===== src/design/date_to_epoch_seconds_core_assert.svh =====
// assertion macros for the date to epoch seconds core
// no dependencies; included by modules that carry assertions
`ifndef DATE_TO_EPOCH_SECONDS_CORE_ASSERT_SVH
`define DATE_TO_EPOCH_SECONDS_CORE_ASSERT_SVH

`ifndef SYNTHESIS
`define DTE_ASSERT_IMP(label, clk, rst, ante, cons) \
  label: assert property (@(posedge clk) disable iff (rst) (ante) |-> (cons)) \
    else $error("dte assertion failed");
`define DTE_ASSERT_NXT(label, clk, rst, ante, cons) \
  label: assert property (@(posedge clk) disable iff (rst) (ante) |=> (cons)) \
    else $error("dte assertion failed");
`else
`define DTE_ASSERT_IMP(label, clk, rst, ante, cons)
`define DTE_ASSERT_NXT(label, clk, rst, ante, cons)
`endif

`endif


===== src/design/dte_pkg.sv =====
// shared types, constants and calendar tables for the date to epoch core
// no dependencies
package dte_pkg;

  localparam int YEAR_W = 14;
  localparam int OPND_W = 13;
  localparam int QUOT_W = 7;

  localparam logic [OPND_W-1:0] RECIP_100 = 13'd5243;
  localparam int RECIP_SHIFT = 19;
  localparam logic [YEAR_W-1:0] LEAP_BIAS = 14'd4000;
  localparam logic signed [YEAR_W-1:0] EPOCH_YEAR = 14'sd1970;
  localparam logic signed [YEAR_W-1:0] YEAR_BASE = 14'sd1900;
  localparam logic [31:0] DAY_SECONDS = 32'd86400;
  localparam logic [20:0] LEAPS_BEFORE_EPOCH = 21'd477;

  typedef struct packed {
    logic [QUOT_W-1:0] q;
    logic              rem_zero;
    logic              mult4;
  } div_res_t;

  function automatic logic [4:0] month_len(input logic leap, input logic [3:0] mon);
    logic [4:0] len;
    case (mon)
      4'd1:    len = leap ? 5'd29 : 5'd28;
      4'd3, 4'd5, 4'd8, 4'd10: len = 5'd30;
      default: len = 5'd31;
    endcase
    return len;
  endfunction

  function automatic logic [8:0] days_before(input logic leap, input logic [3:0] mon);
    logic [8:0] d;
    case (mon)
      4'd0:    d = 9'd0;
      4'd1:    d = 9'd31;
      4'd2:    d = 9'd59;
      4'd3:    d = 9'd90;
      4'd4:    d = 9'd120;
      4'd5:    d = 9'd151;
      4'd6:    d = 9'd181;
      4'd7:    d = 9'd212;
      4'd8:    d = 9'd243;
      4'd9:    d = 9'd273;
      4'd10:   d = 9'd304;
      default: d = 9'd334;
    endcase
    if (leap && mon >= 4'd2) begin
      d = d + 9'd1;
    end
    return d;
  endfunction

endpackage


===== src/design/dte_div100.sv =====
// shared divide-by-100 unit: reciprocal multiply, registered quotient
// depends on dte_pkg
module dte_div100 import dte_pkg::*; (
  input  logic              clk,
  input  logic [OPND_W-1:0] operand,
  output div_res_t          res
);

  logic [OPND_W-1:0]   op_r;
  logic [QUOT_W-1:0]   q_r;
  logic [2*OPND_W-1:0] prod;

  assign prod = operand * RECIP_100;

  always_ff @(posedge clk) begin
    op_r <= operand;
    q_r  <= prod[RECIP_SHIFT +: QUOT_W];
  end

  assign res.q        = q_r;
  assign res.rem_zero = ((OPND_W'(q_r) * OPND_W'(100)) == op_r);
  assign res.mult4    = (op_r[1:0] == 2'b00);

endmodule


===== src/design/date_to_epoch_seconds_core.sv =====
// date to epoch seconds core: normalizes a calendar date and counts seconds
// depends on dte_pkg, dte_div100 and date_to_epoch_seconds_core_assert.svh
//
// channel   | direction | handshake            | payload
// ----------+-----------+----------------------+------------------------------
// input     | in        | start & !busy        | year month day hour minute second
// result    | out       | done (one cycle)     | epoch_seconds before_epoch norm_*
// config    | in        | cfg_we               | cfg_wdata (zone offset)
//
// one transaction walks S_LEAP, S_LEAP2 and S_ADJ, then S_QN, S_SUM1, S_SUM2,
// S_MUL and S_FIN; a year before the epoch finishes from S_ADJ. each month step
// of the day carry repeats S_ADJ, each year change reruns S_LEAP and S_LEAP2
// on the div-by-100 unit. busy is high from accept until the done cycle; a new
// transaction may start in the done cycle. rst is synchronous and clears the sequencer and offset.
// the receiver cannot stall: done is a single-cycle strobe
`include "date_to_epoch_seconds_core_assert.svh"

module date_to_epoch_seconds_core import dte_pkg::*; (
  input  logic        clk,
  input  logic        rst,
  input  logic        start,
  output logic        busy,
  input  logic [11:0] year,
  input  logic [3:0]  month,
  input  logic [5:0]  day,
  input  logic [4:0]  hour,
  input  logic [5:0]  minute,
  input  logic [5:0]  second,
  input  logic        cfg_we,
  input  logic [16:0] cfg_wdata,
  output logic        done,
  output logic [31:0] epoch_seconds,
  output logic        before_epoch,
  output logic [8:0]  norm_year_offset,
  output logic [3:0]  norm_month,
  output logic [4:0]  norm_day,
  output logic [4:0]  norm_hour,
  output logic [5:0]  norm_minute,
  output logic [5:0]  norm_second
);

  localparam logic [3:0] S_IDLE  = 4'd0;
  localparam logic [3:0] S_LEAP  = 4'd1;
  localparam logic [3:0] S_LEAP2 = 4'd2;
  localparam logic [3:0] S_ADJ   = 4'd3;
  localparam logic [3:0] S_QN    = 4'd4;
  localparam logic [3:0] S_SUM1  = 4'd5;
  localparam logic [3:0] S_SUM2  = 4'd6;
  localparam logic [3:0] S_MUL   = 4'd7;
  localparam logic [3:0] S_FIN   = 4'd8;

  logic [3:0]               state;
  logic [16:0]              zone;
  logic signed [YEAR_W-1:0] yr;
  logic [3:0]               mon;
  logic signed [7:0]        dcount;
  logic [4:0]               hr;
  logic [5:0]               mi;
  logic [5:0]               se;
  logic                     leap;
  logic [20:0]              days_a;
  logic [20:0]              leap_term;
  logic [20:0]              days;
  logic [16:0]              sod;
  logic [31:0]              acc;

  logic                     accept;
  logic [OPND_W-1:0]        div_op;
  div_res_t                 div_res;
  logic [4:0]               cur_len;
  logic [4:0]               prev_len;
  logic [OPND_W-1:0]        yr_m1;
  logic [OPND_W-1:0]        yr_off;

  // input normalization
  logic       c_sec, c_min, c_hr;
  logic [5:0] sec_n;
  logic [6:0] min_s;
  logic [5:0] min_n;
  logic [5:0] hr_s;
  logic [4:0] hr_n;

  assign accept = start && !busy;
  assign busy   = (state != S_IDLE);

  assign c_sec = (second >= 6'd60);
  assign sec_n = c_sec ? second - 6'd60 : second;
  assign min_s = {1'b0, minute} + 7'(c_sec);
  assign c_min = (min_s >= 7'd60);
  assign min_n = 6'(c_min ? min_s - 7'd60 : min_s);
  assign hr_s  = {1'b0, hour} + 6'(c_min);
  assign c_hr  = (hr_s >= 6'd24);
  assign hr_n  = 5'(c_hr ? hr_s - 6'd24 : hr_s);

  assign yr_m1  = OPND_W'(yr - 14'sd1);
  assign yr_off = OPND_W'(yr - EPOCH_YEAR);
  assign div_op = (state == S_LEAP) ? OPND_W'(yr + LEAP_BIAS) : yr_m1;

  dte_div100 u_div (
    .clk     (clk),
    .operand (div_op),
    .res     (div_res)
  );

  assign cur_len  = month_len(leap, mon);
  assign prev_len = month_len(leap, mon - 4'd1);

  always_ff @(posedge clk) begin
    if (rst) begin
      zone <= '0;
    end else if (cfg_we) begin
      zone <= cfg_wdata;
    end
  end

  always_ff @(posedge clk) begin
    if (rst) begin
      state <= S_IDLE;
      done  <= 1'b0;
    end else begin
      done <= 1'b0;
      case (state)
        S_IDLE: begin
          if (accept) begin
            state <= S_LEAP;
          end
        end
        S_LEAP:  state <= S_LEAP2;
        S_LEAP2: state <= S_ADJ;
        S_ADJ: begin
          if (dcount[7]) begin
            if (mon == 4'd0) begin
              state <= S_LEAP;
            end
          end else if (dcount[6:0] >= 7'(cur_len)) begin
            if (mon == 4'd11) begin
              state <= S_LEAP;
            end
          end else if (yr < EPOCH_YEAR) begin
            state <= S_IDLE;
            done  <= 1'b1;
          end else begin
            state <= S_QN;
          end
        end
        S_QN:   state <= S_SUM1;
        S_SUM1: state <= S_SUM2;
        S_SUM2: state <= S_MUL;
        S_MUL:  state <= S_FIN;
        S_FIN: begin
          state <= S_IDLE;
          done  <= 1'b1;
        end
        default: state <= S_IDLE;
      endcase
    end
  end

  always_ff @(posedge clk) begin
    case (state)
      S_IDLE: begin
        if (accept) begin
          se     <= sec_n;
          mi     <= min_n;
          hr     <= hr_n;
          dcount <= $signed({2'b00, day}) + $signed(8'(c_hr)) - 8'sd1;
          if (month == 4'd0) begin
            mon <= 4'd11;
            yr  <= $signed({2'b00, year}) - 14'sd1;
          end else if (month >= 4'd13) begin
            mon <= month - 4'd13;
            yr  <= $signed({2'b00, year}) + 14'sd1;
          end else begin
            mon <= month - 4'd1;
            yr  <= $signed({2'b00, year});
          end
        end
      end
      S_LEAP2: begin
        leap <= div_res.mult4 && (!div_res.rem_zero || div_res.q[1:0] == 2'b00);
      end
      S_ADJ: begin
        if (dcount[7]) begin
          if (mon == 4'd0) begin
            mon    <= 4'd11;
            yr     <= yr - 14'sd1;
            dcount <= dcount + 8'sd31;
          end else begin
            mon    <= mon - 4'd1;
            dcount <= dcount + $signed({3'b000, prev_len});
          end
        end else if (dcount[6:0] >= 7'(cur_len)) begin
          dcount <= dcount - $signed({3'b000, cur_len});
          if (mon == 4'd11) begin
            mon <= 4'd0;
            yr  <= yr + 14'sd1;
          end else begin
            mon <= mon + 4'd1;
          end
        end else begin
          before_epoch <= (yr < EPOCH_YEAR);
          if (yr < EPOCH_YEAR) begin
            epoch_seconds <= '1;
          end
        end
      end
      S_SUM1: begin
        days_a <= 21'(yr_off) * 21'd365 + 21'(days_before(leap, mon))
                + 21'(dcount[6:0]);
        leap_term <= 21'(yr_m1[OPND_W-1:2]) - 21'(div_res.q)
                   + 21'(div_res.q[QUOT_W-1:2]) - LEAPS_BEFORE_EPOCH;
        sod <= 17'(hr) * 17'd3600 + 17'(mi) * 17'd60 + 17'(se);
      end
      S_SUM2: days <= days_a + leap_term;
      S_MUL:  acc  <= 32'({11'b0, days} * DAY_SECONDS);
      S_FIN: begin
        epoch_seconds <= acc + 32'(sod) + {{15{zone[16]}}, zone};
      end
      default: begin
      end
    endcase
  end

  assign norm_year_offset = 9'(yr - YEAR_BASE);
  assign norm_month       = mon;
  assign norm_day         = 5'(dcount + 8'sd1);
  assign norm_hour        = hr;
  assign norm_minute      = mi;
  assign norm_second      = se;

  `DTE_ASSERT_IMP(a_done_not_busy, clk, rst, done, !busy)
  `DTE_ASSERT_NXT(a_accept_busy, clk, rst, accept, busy)
  `DTE_ASSERT_IMP(a_before_all_ones, clk, rst, done && before_epoch, epoch_seconds == '1)
  `DTE_ASSERT_IMP(a_norm_ranges, clk, rst, done, norm_month < 4'd12 && norm_day != 5'd0)
  `DTE_ASSERT_IMP(a_time_ranges, clk, rst, done, norm_hour < 5'd24 && norm_minute < 6'd60)

endmodule


===== config.mk =====
export PLATFORM = sky130hd
export DESIGN_NAME = date_to_epoch_seconds_core
export DESIGN_NICKNAME = d
export VERILOG_FILES = /design/src/design/dte_pkg.sv /design/src/design/dte_div100.sv /design/src/design/date_to_epoch_seconds_core.sv
export VERILOG_INCLUDE_DIRS = /design/src /design/src/design
export SDC_FILE = /design/constraint.sdc
export NUM_CORES = 1
export LEC_CHECK = 0
export BUFFER_PORTS_ARGS = -buffer_cell sky130_fd_sc_hd__buf_2
export CAP_MARGIN = 5
export CORE_UTILIZATION = 40
export DETAILED_ROUTE_END_ITERATION = 12
export PLACE_DENSITY = 0.52
export SYNTH_ARGS = -nofsm -noshare
export SYNTH_HDL_FRONTEND = slang
export SYNTH_HIERARCHICAL = 1
export SYNTH_SLANG_ARGS = --single-unit

===== constraint.sdc =====
create_clock -name clk -period 12.2 [get_ports clk]
set_clock_uncertainty 0.1 [all_clocks]
set_input_delay 3.66 -clock clk [delete_from_list [all_inputs] [get_ports clk]]
set_output_delay 3.66 -clock clk [all_outputs]
set_load 0.005 [all_outputs]

# == After elaboration in Yosys (flattened, before gate mapping) ==
# Memories as Yosys holds them, arrays and structs flattened. A register that Yosys moved wholly into a read port is not among the register bits.
# Index checks and enable logic that the tools add are counted.
# word_totals
wordCells,167
in_bits,60
out_inout_bits,70
romBits,144
n_memories,1
reg_bits,224
# mem_list
name,words,word_bits,read_ports,rd_ports_with_merged_regs,write_ports,line_no,source
(name not given),16,9,1,1,0,dte_pkg.sv:35,case (mon)
# classes
n_reduce_logical,23
mul,6
addsub,33
mux,47
bitwise_logic,2
eq_ne,28
magnitude_cmp,7
# op_table
cell,count
32-bit two-way mux,3
14-bit two-way mux,6
32-bit one-hot mux with 2 select lines,1
4-bit two-way mux,13
32-bit by 17-bit adder with 32-bit output,1
32-bit adder,1
8-bit two-way mux,4
4-bit one-hot mux with 8 select lines,1
14-bit one-hot mux with 2 select lines,1
9-bit two-way mux,3
13-bit by 13-bit multiplier with 26-bit output (second input constant),1
13-bit two-way mux,2
21-bit by 10-bit multiplier with 25-bit output (second input constant),1
4-bit by 3-bit == test with 1-bit output (second input constant),6
4-bit == test (second input constant),6
21-bit adder,1
21-bit by 7-bit adder with 21-bit output,1
21-bit by 9-bit adder with 21-bit output,1
13-bit by 9-bit multiplier with 21-bit output (second input constant),1
17-bit by 12-bit adder with 17-bit output,1
17-bit by 6-bit adder with 17-bit output,1
4-bit by 2-bit == test with 1-bit output (second input constant),4
8-bit one-hot mux with 2 select lines,1
14-bit by 2-bit adder with 14-bit output (second input constant),1
57 further kinds,84

# == Depth between registers and ports, before layout ==
# depth
ltp_word,9
depth_mapped,25
depth_no_buf,24

# == Cells and area by module ==
# The synthesis kept the hierarchy.
# modules_own_cells
mod,cells_each,area_each_um2,seq_area_each_um2,n_inst
date_to_epoch_seconds_core,2207,21156.5,5875.6,1
dte_div100,394,4122.7,400.4,1

# == Worst setup path before layout ==
# No wires, ideal clock.
# synth_timing
kind,input -> register
startpoint,in second[2]
endpoint,"reg dcount[5], data pin"
cell_stages,20
path_buffers,0
slack_ns,5.042
setup_time_ns,0.268
required_ns,11.832
arrival_time_ns,6.791
path_cell_list,ha_1 > nand3_1 > inv_1 > ha_1 > ha_1 > xor2_1 > and3_1 > a31o_2 > a32oi_1 > inv_1 > ha_1 > ha_1 > nand3_1 > o21ai_0 > a32oi_1 > ha_1 > nand2_1 > nor4_1 > xnor2_1 > o21ai_0
# synth_between
elab_chain_cells,9
# synth_rtl
element,line_no,source
start: declaration,date_to_epoch_seconds_core.sv:28,"input logic [5:0] second,"
6-bit >= comparator,date_to_epoch_seconds_core.sv:86,assign c_sec = (second >= 6'd60);
6-bit by 1-bit adder with 7-bit output,date_to_epoch_seconds_core.sv:88,"assign min_s = {1'b0, minute} + 7'(c_sec);"
7-bit by 6-bit >= comparator with 1-bit output,date_to_epoch_seconds_core.sv:89,assign c_min = (min_s >= 7'd60);
5-bit by 1-bit adder with 6-bit output,date_to_epoch_seconds_core.sv:91,"assign hr_s = {1'b0, hour} + 6'(c_min);"
6-bit by 5-bit >= comparator with 1-bit output,date_to_epoch_seconds_core.sv:92,assign c_hr = (hr_s >= 6'd24);
6-bit by 1-bit adder with 7-bit output,date_to_epoch_seconds_core.sv:166,"dcount <= $signed({2'b00, day}) + $signed(8'(c_hr)) - 8'sd1;"
7-bit by 1-bit subtractor with 8-bit output,date_to_epoch_seconds_core.sv:166,
8-bit two-way mux,date_to_epoch_seconds_core.sv:162,if (accept) begin
8-bit one-hot mux with 2 select lines,date_to_epoch_seconds_core.sv:160,case (state)
end signal: assignment,date_to_epoch_seconds_core.sv:166,
end signal: assignment,date_to_epoch_seconds_core.sv:187,dcount <= dcount + 8'sd31;
end signal: assignment,date_to_epoch_seconds_core.sv:190,"dcount <= dcount + $signed({3'b000, prev_len});"
end: declaration,date_to_epoch_seconds_core.sv:56,logic signed [7:0] dcount;
# Every way passes these cells. The select of a mux whose other input is x is not followed.
# A chain may end at the register's enable or synchronous reset.

# == Worst setup path after layout ==
# layout_timing
startpoint,reg yr[0]
endpoint,reg u_div.q_r[4]
# layout_between
elab_chain_cells,3
word_cells_on_any_way,4
classes_between,add/sub: 2; mul: 1; mux: 1
# layout_rtl
element,line_no,source
start: declaration,date_to_epoch_seconds_core.sv:54,logic signed [YEAR_W-1:0] yr;
start signal: assignment,date_to_epoch_seconds_core.sv:169,"yr <= $signed({2'b00, year}) - 14'sd1;"
start signal: assignment,date_to_epoch_seconds_core.sv:172,"yr <= $signed({2'b00, year}) + 14'sd1;"
start signal: assignment,date_to_epoch_seconds_core.sv:175,"yr <= $signed({2'b00, year});"
14-bit by 2-bit subtractor with 14-bit output or 13-bit by 12-bit adder with 13-bit output (tied branches),--,
13-bit two-way mux *,date_to_epoch_seconds_core.sv:97,assign div_op = (state == S_LEAP) ? OPND_W'(yr + LEAP_BIAS) : yr_m1;
via div_op[10],date_to_epoch_seconds_core.sv:68,logic [OPND_W-1:0] div_op;
13-bit by 13-bit multiplier with 26-bit output *,dte_div100.sv:13,assign prod = operand * RECIP_100;
via u_div.prod[23],dte_div100.sv:11,logic [2*OPND_W-1:0] prod;
end signal: assignment,dte_div100.sv:17,q_r <= prod[RECIP_SHIFT +: QUOT_W];
end: declaration,dte_div100.sv:10,logic [QUOT_W-1:0] q_r;
# Mark *: on every way through the listed nets, which the timed path passes. The rest lies on a longest branch.

==> impl_results.md <==
* Remaining antenna violation count after routing at 0
* Shortest period the worst path allows at 7.22 ns
* Dominant synthesized flop cell: sky130_fd_sc_hd__edfxtp_1
* # port buffers at 129
* Post-DP HPWL at 45800 microns
* Tightest slew margin relative to the limit at 28.6%
* Area of the mapped netlist at 0.0253 sq mm
* Number of global-route vias before repair at 18312
* Detailed-route DRC error count at 0
* Net Count, Synth at 3280
* Total congestion overflow at 0
* Proportion of netlist area held by the largest area contributor at 22.0%
* Number of cells after detailed placement at 3533
* Part of the Yosys area used for sequential elements at 24.8%
* Post-synthesis cell type with the largest combined area: sky130_fd_sc_hd__ha_1
* Proportion of layout cells with a drive suffix above 1 at 8.36%
* Length in cells of the worst reg-to-reg path at 22
* Tightest Hold Check Type: flop to flop
* Hold path depth at 0
* Number of design-rule violations left by the first detailed-router iteration at 730
* Setup repair after global routing missed its margin: no
* Clock transition at path regs at 0.07 ns
* Average wire per standard cell at 15.2 microns
* Final hold violation count at 0
* Number of CTS-inserted buffers at 30
* Result of the run: complete, no violations
* Cells taking the most area after synthesis: sky130_fd_sc_hd__ha_1 22%, sky130_fd_sc_hd__edfxtp_1 21%, sky130_fd_sc_hd__fa_1 14%, sky130_fd_sc_hd__inv_1 6.5%, sky130_fd_sc_hd__xnor2_1 6.2%
* Chip height at 253 microns
* Total wirelength of the detailed-routed design at 54700 microns
* Ant diodes at 0
* Yosys warning total at 6
* Dpl ws at 4.49 ns
* I/O pins at 130
* Deepest clock path buffer count at 3
* Arrival @ worst endpoint at 7.59 ns
* Pre-antenna DRT Iters at 7
* Maximum clock frequency at 139 MHz
* Critical path type: flop to flop
* Max_cap viols at 0
* Number of max-slew violations in the final report at 0
* Number of cells in the finished layout apart from fillers at 3589
* Number of antenna violations at the first check in global routing at 0
* Largest net degree at the start of global routing at 53
* Post-synthesis sequential element count at 226
* Final setup violation count at 0
* Maximum fanout along the worst path at 11
* Cts-stage hold buffer count at 0
* P&R area growth vs syn at 10.4%
* Final Net Count at 3407
* Core Box Area at 0.0621 sq mm
* DIE AREA at 0.0642 sq mm
* Vias at 17820
* TritonCTS clock tree: yes
* Critical Path End Type: flop
* Initial core utilization at 40.7%
* Slew @ Worst Pin at 1.07 ns
* Clock sink count at 226
* Fin worst setup slack at 4.98 ns
* Post-CTS setup buffer count at 0
* Cells after synthesis at 2601
* PostCTS Resize Cnt at 0
* Worst slack on hold paths at 0.355 ns
* Fin crit share at 59.2%
* Total negative slack for setup checks at 0 ns
* EDFF count, synth at 175
* Clock latency reported for the late side of the worst-skew pair at 0.61 ns
* Standard-cell rows at 91
* Count of different cell masters after synthesis at 86
* Asr flop ratio synth at 0%
* H-tree levels at 1
* Wire length of the first global-routing pass at 90900 microns
* Required time at the worst-slack endpoint at 12.57 ns
* Die width at 253 microns
* Post-Synthesis Mean Instance Area at 9.72 sq um
* CP Launch Type: flop
* Clock tree root driver cell: sky130_fd_sc_hd__clkbuf_16
* Number of vias per cell after detailed routing at 4.97
* Routability congestion estimate at 0.860
* Overall track demand over capacity in global routing at 17.3%
## critical path: stages (launching register included)
cell and delay (ns):
sky130_fd_sc_hd__edfxtp_1 0.63, sky130_fd_sc_hd__inv_1 0.19, sky130_fd_sc_hd__ha_1 0.23, sky130_fd_sc_hd__nand2b_1 0.19, sky130_fd_sc_hd__nand4_1 0.26, sky130_fd_sc_hd__nand2_1 0.11, sky130_fd_sc_hd__o21ai_0 0.13, sky130_fd_sc_hd__nor3_1 0.21
sky130_fd_sc_hd__xor2_1 0.86, sky130_fd_sc_hd__ha_1 0.42, sky130_fd_sc_hd__fa_1 0.48, sky130_fd_sc_hd__fa_1 0.53, sky130_fd_sc_hd__inv_1 0.07, sky130_fd_sc_hd__fa_1 0.50, sky130_fd_sc_hd__fa_1 0.49, sky130_fd_sc_hd__inv_1 0.04
sky130_fd_sc_hd__ha_1 0.33, sky130_fd_sc_hd__a21o_1 0.23, sky130_fd_sc_hd__a21o_1 0.18, sky130_fd_sc_hd__a21o_1 0.19, sky130_fd_sc_hd__a221oi_1 0.30, sky130_fd_sc_hd__o21ai_1 0.16, sky130_fd_sc_hd__a31o_1 0.23
## layer usage
layer	wire length, microns	up-vias	track usage (%)
met5	0	-	0
met4	943	0	3.74
met3	1460	62	1.95
met2	26600	217	30.6
met1	25700	8400	22.7
li1	-	9141	-
## placed cells by master, fill, tap and decap left out, types with 15 or more instances in the layout
cell type / synthesis / layout
sky130_fd_sc_hd__o21ai_1: 20 / 20
sky130_fd_sc_hd__xnor2_1: 180 / 180
sky130_fd_sc_hd__nand4_1: 16 / 16
sky130_fd_sc_hd__clkbuf_16: 0 / 30
sky130_fd_sc_hd__ha_1: 444 / 444
sky130_fd_sc_hd__mux2i_1: 27 / 27
sky130_fd_sc_hd__nor3_1: 51 / 51
sky130_fd_sc_hd__nor2b_1: 22 / 22
sky130_fd_sc_hd__o21a_1: 21 / 21
sky130_fd_sc_hd__and2_1: 27 / 27
sky130_fd_sc_hd__nand2b_1: 20 / 20
sky130_fd_sc_hd__a21o_1: 51 / 51
sky130_fd_sc_hd__nand3_1: 40 / 40
sky130_fd_sc_hd__nor2_1: 138 / 136
sky130_fd_sc_hd__xor2_1: 69 / 69
sky130_fd_sc_hd__and3_1: 15 / 15
sky130_fd_sc_hd__edfxtp_1: 175 / 175
sky130_fd_sc_hd__fa_1: 175 / 175
sky130_fd_sc_hd__o21ai_0: 88 / 88
sky130_fd_sc_hd__a21oi_1: 119 / 119
sky130_fd_sc_hd__buf_2: 4 / 129
sky130_fd_sc_hd__o21bai_1: 18 / 18
sky130_fd_sc_hd__dfxtp_1: 51 / 51
sky130_fd_sc_hd__nand2_1: 141 / 141
sky130_fd_sc_hd__inv_1: 435 / 435
sky130_fd_sc_hd__a211oi_1: 15 / 15
sky130_fd_sc_hd__a31oi_1: 23 / 23
## cell usage after synthesis, drive strengths merged (15+ instances only)
cell and number:
ha 444, inv 440, xnor2 180, edfxtp 175, fa 175, nand2 142
nor2 138, a21oi 119, o21ai 110, xor2 69, nor3 52, a21o 51
dfxtp 51, nand3 40, clkbuf 34, and2 27, mux2i 27, a31oi 24
nor2b 22, o21a 22, nand2b 20, o21bai 18, a211oi 17, nand4 16
and3 15
## area by class of cell
cell class,count,area [sq um]
Sequential cell,226,6280
Timing Repair Buffer,139,721
Fill cell,5918,34100
Tap cell,837,1050
Clock buffer,36,803
Multi-Input combinational cell,1891,17200
Clock inverter,20,213
Inverter,440,1650
## path summary, 6_finish.rpt
path / from / endpoint / slack (ns)
worst max-delay path: yr[0] / u_div/q_r[4] / 4.98
worst min-delay path: norm_second[0] / sod[0] / 0.35
worst max register to register: yr[0] / u_div/q_r[4] / 4.98
worst min register to register: norm_second[0] / sod[0] / 0.35
## kinds of logic (layout without fill, tap and decap cells)
| group | after synthesis | count (layout) | synth area share [%] |
|---|---|---|---|
| xor+xnor | 249 | 249 | 8.63 |
| compound gates | 467 | 467 | 12.1 |
| mux | 33 | 33 | 1.34 |
| buf+inv | 484 | 635 | 7.27 |
| simple gates | 523 | 523 | 10.0 |
| fa+ha+maj | 619 | 619 | 35.8 |
| flops | 226 | 226 | 24.8 |
## per-stage QoR
step / area, sq um / util (%)
CTS: 27900 / 45.0
detailed placement: 26900 / 43.3
floorplan: 25300 / -
global route: 27900 / 45.0
finish: 27900 / 45.0
global placement: 26900 / 43.3
## state kept, by name (all words and copies together) (netlist names), 7 cells and up, named ones only
| register | cells |
|---|---|
| acc | 25 |
| days | 21 |
| days_a | 21 |
| dcount | 8 |
| epoch_seconds | 32 |
| leap_term | 14 |
| sod | 17 |
| u_div/op_r | 13 |
| u_div/q_r | 7 |
| yr | 14 |
| zone | 17 |
Power is not shown: default switching activity piles up to over one toggle a cycle in this logic, so the estimate is an artifact.
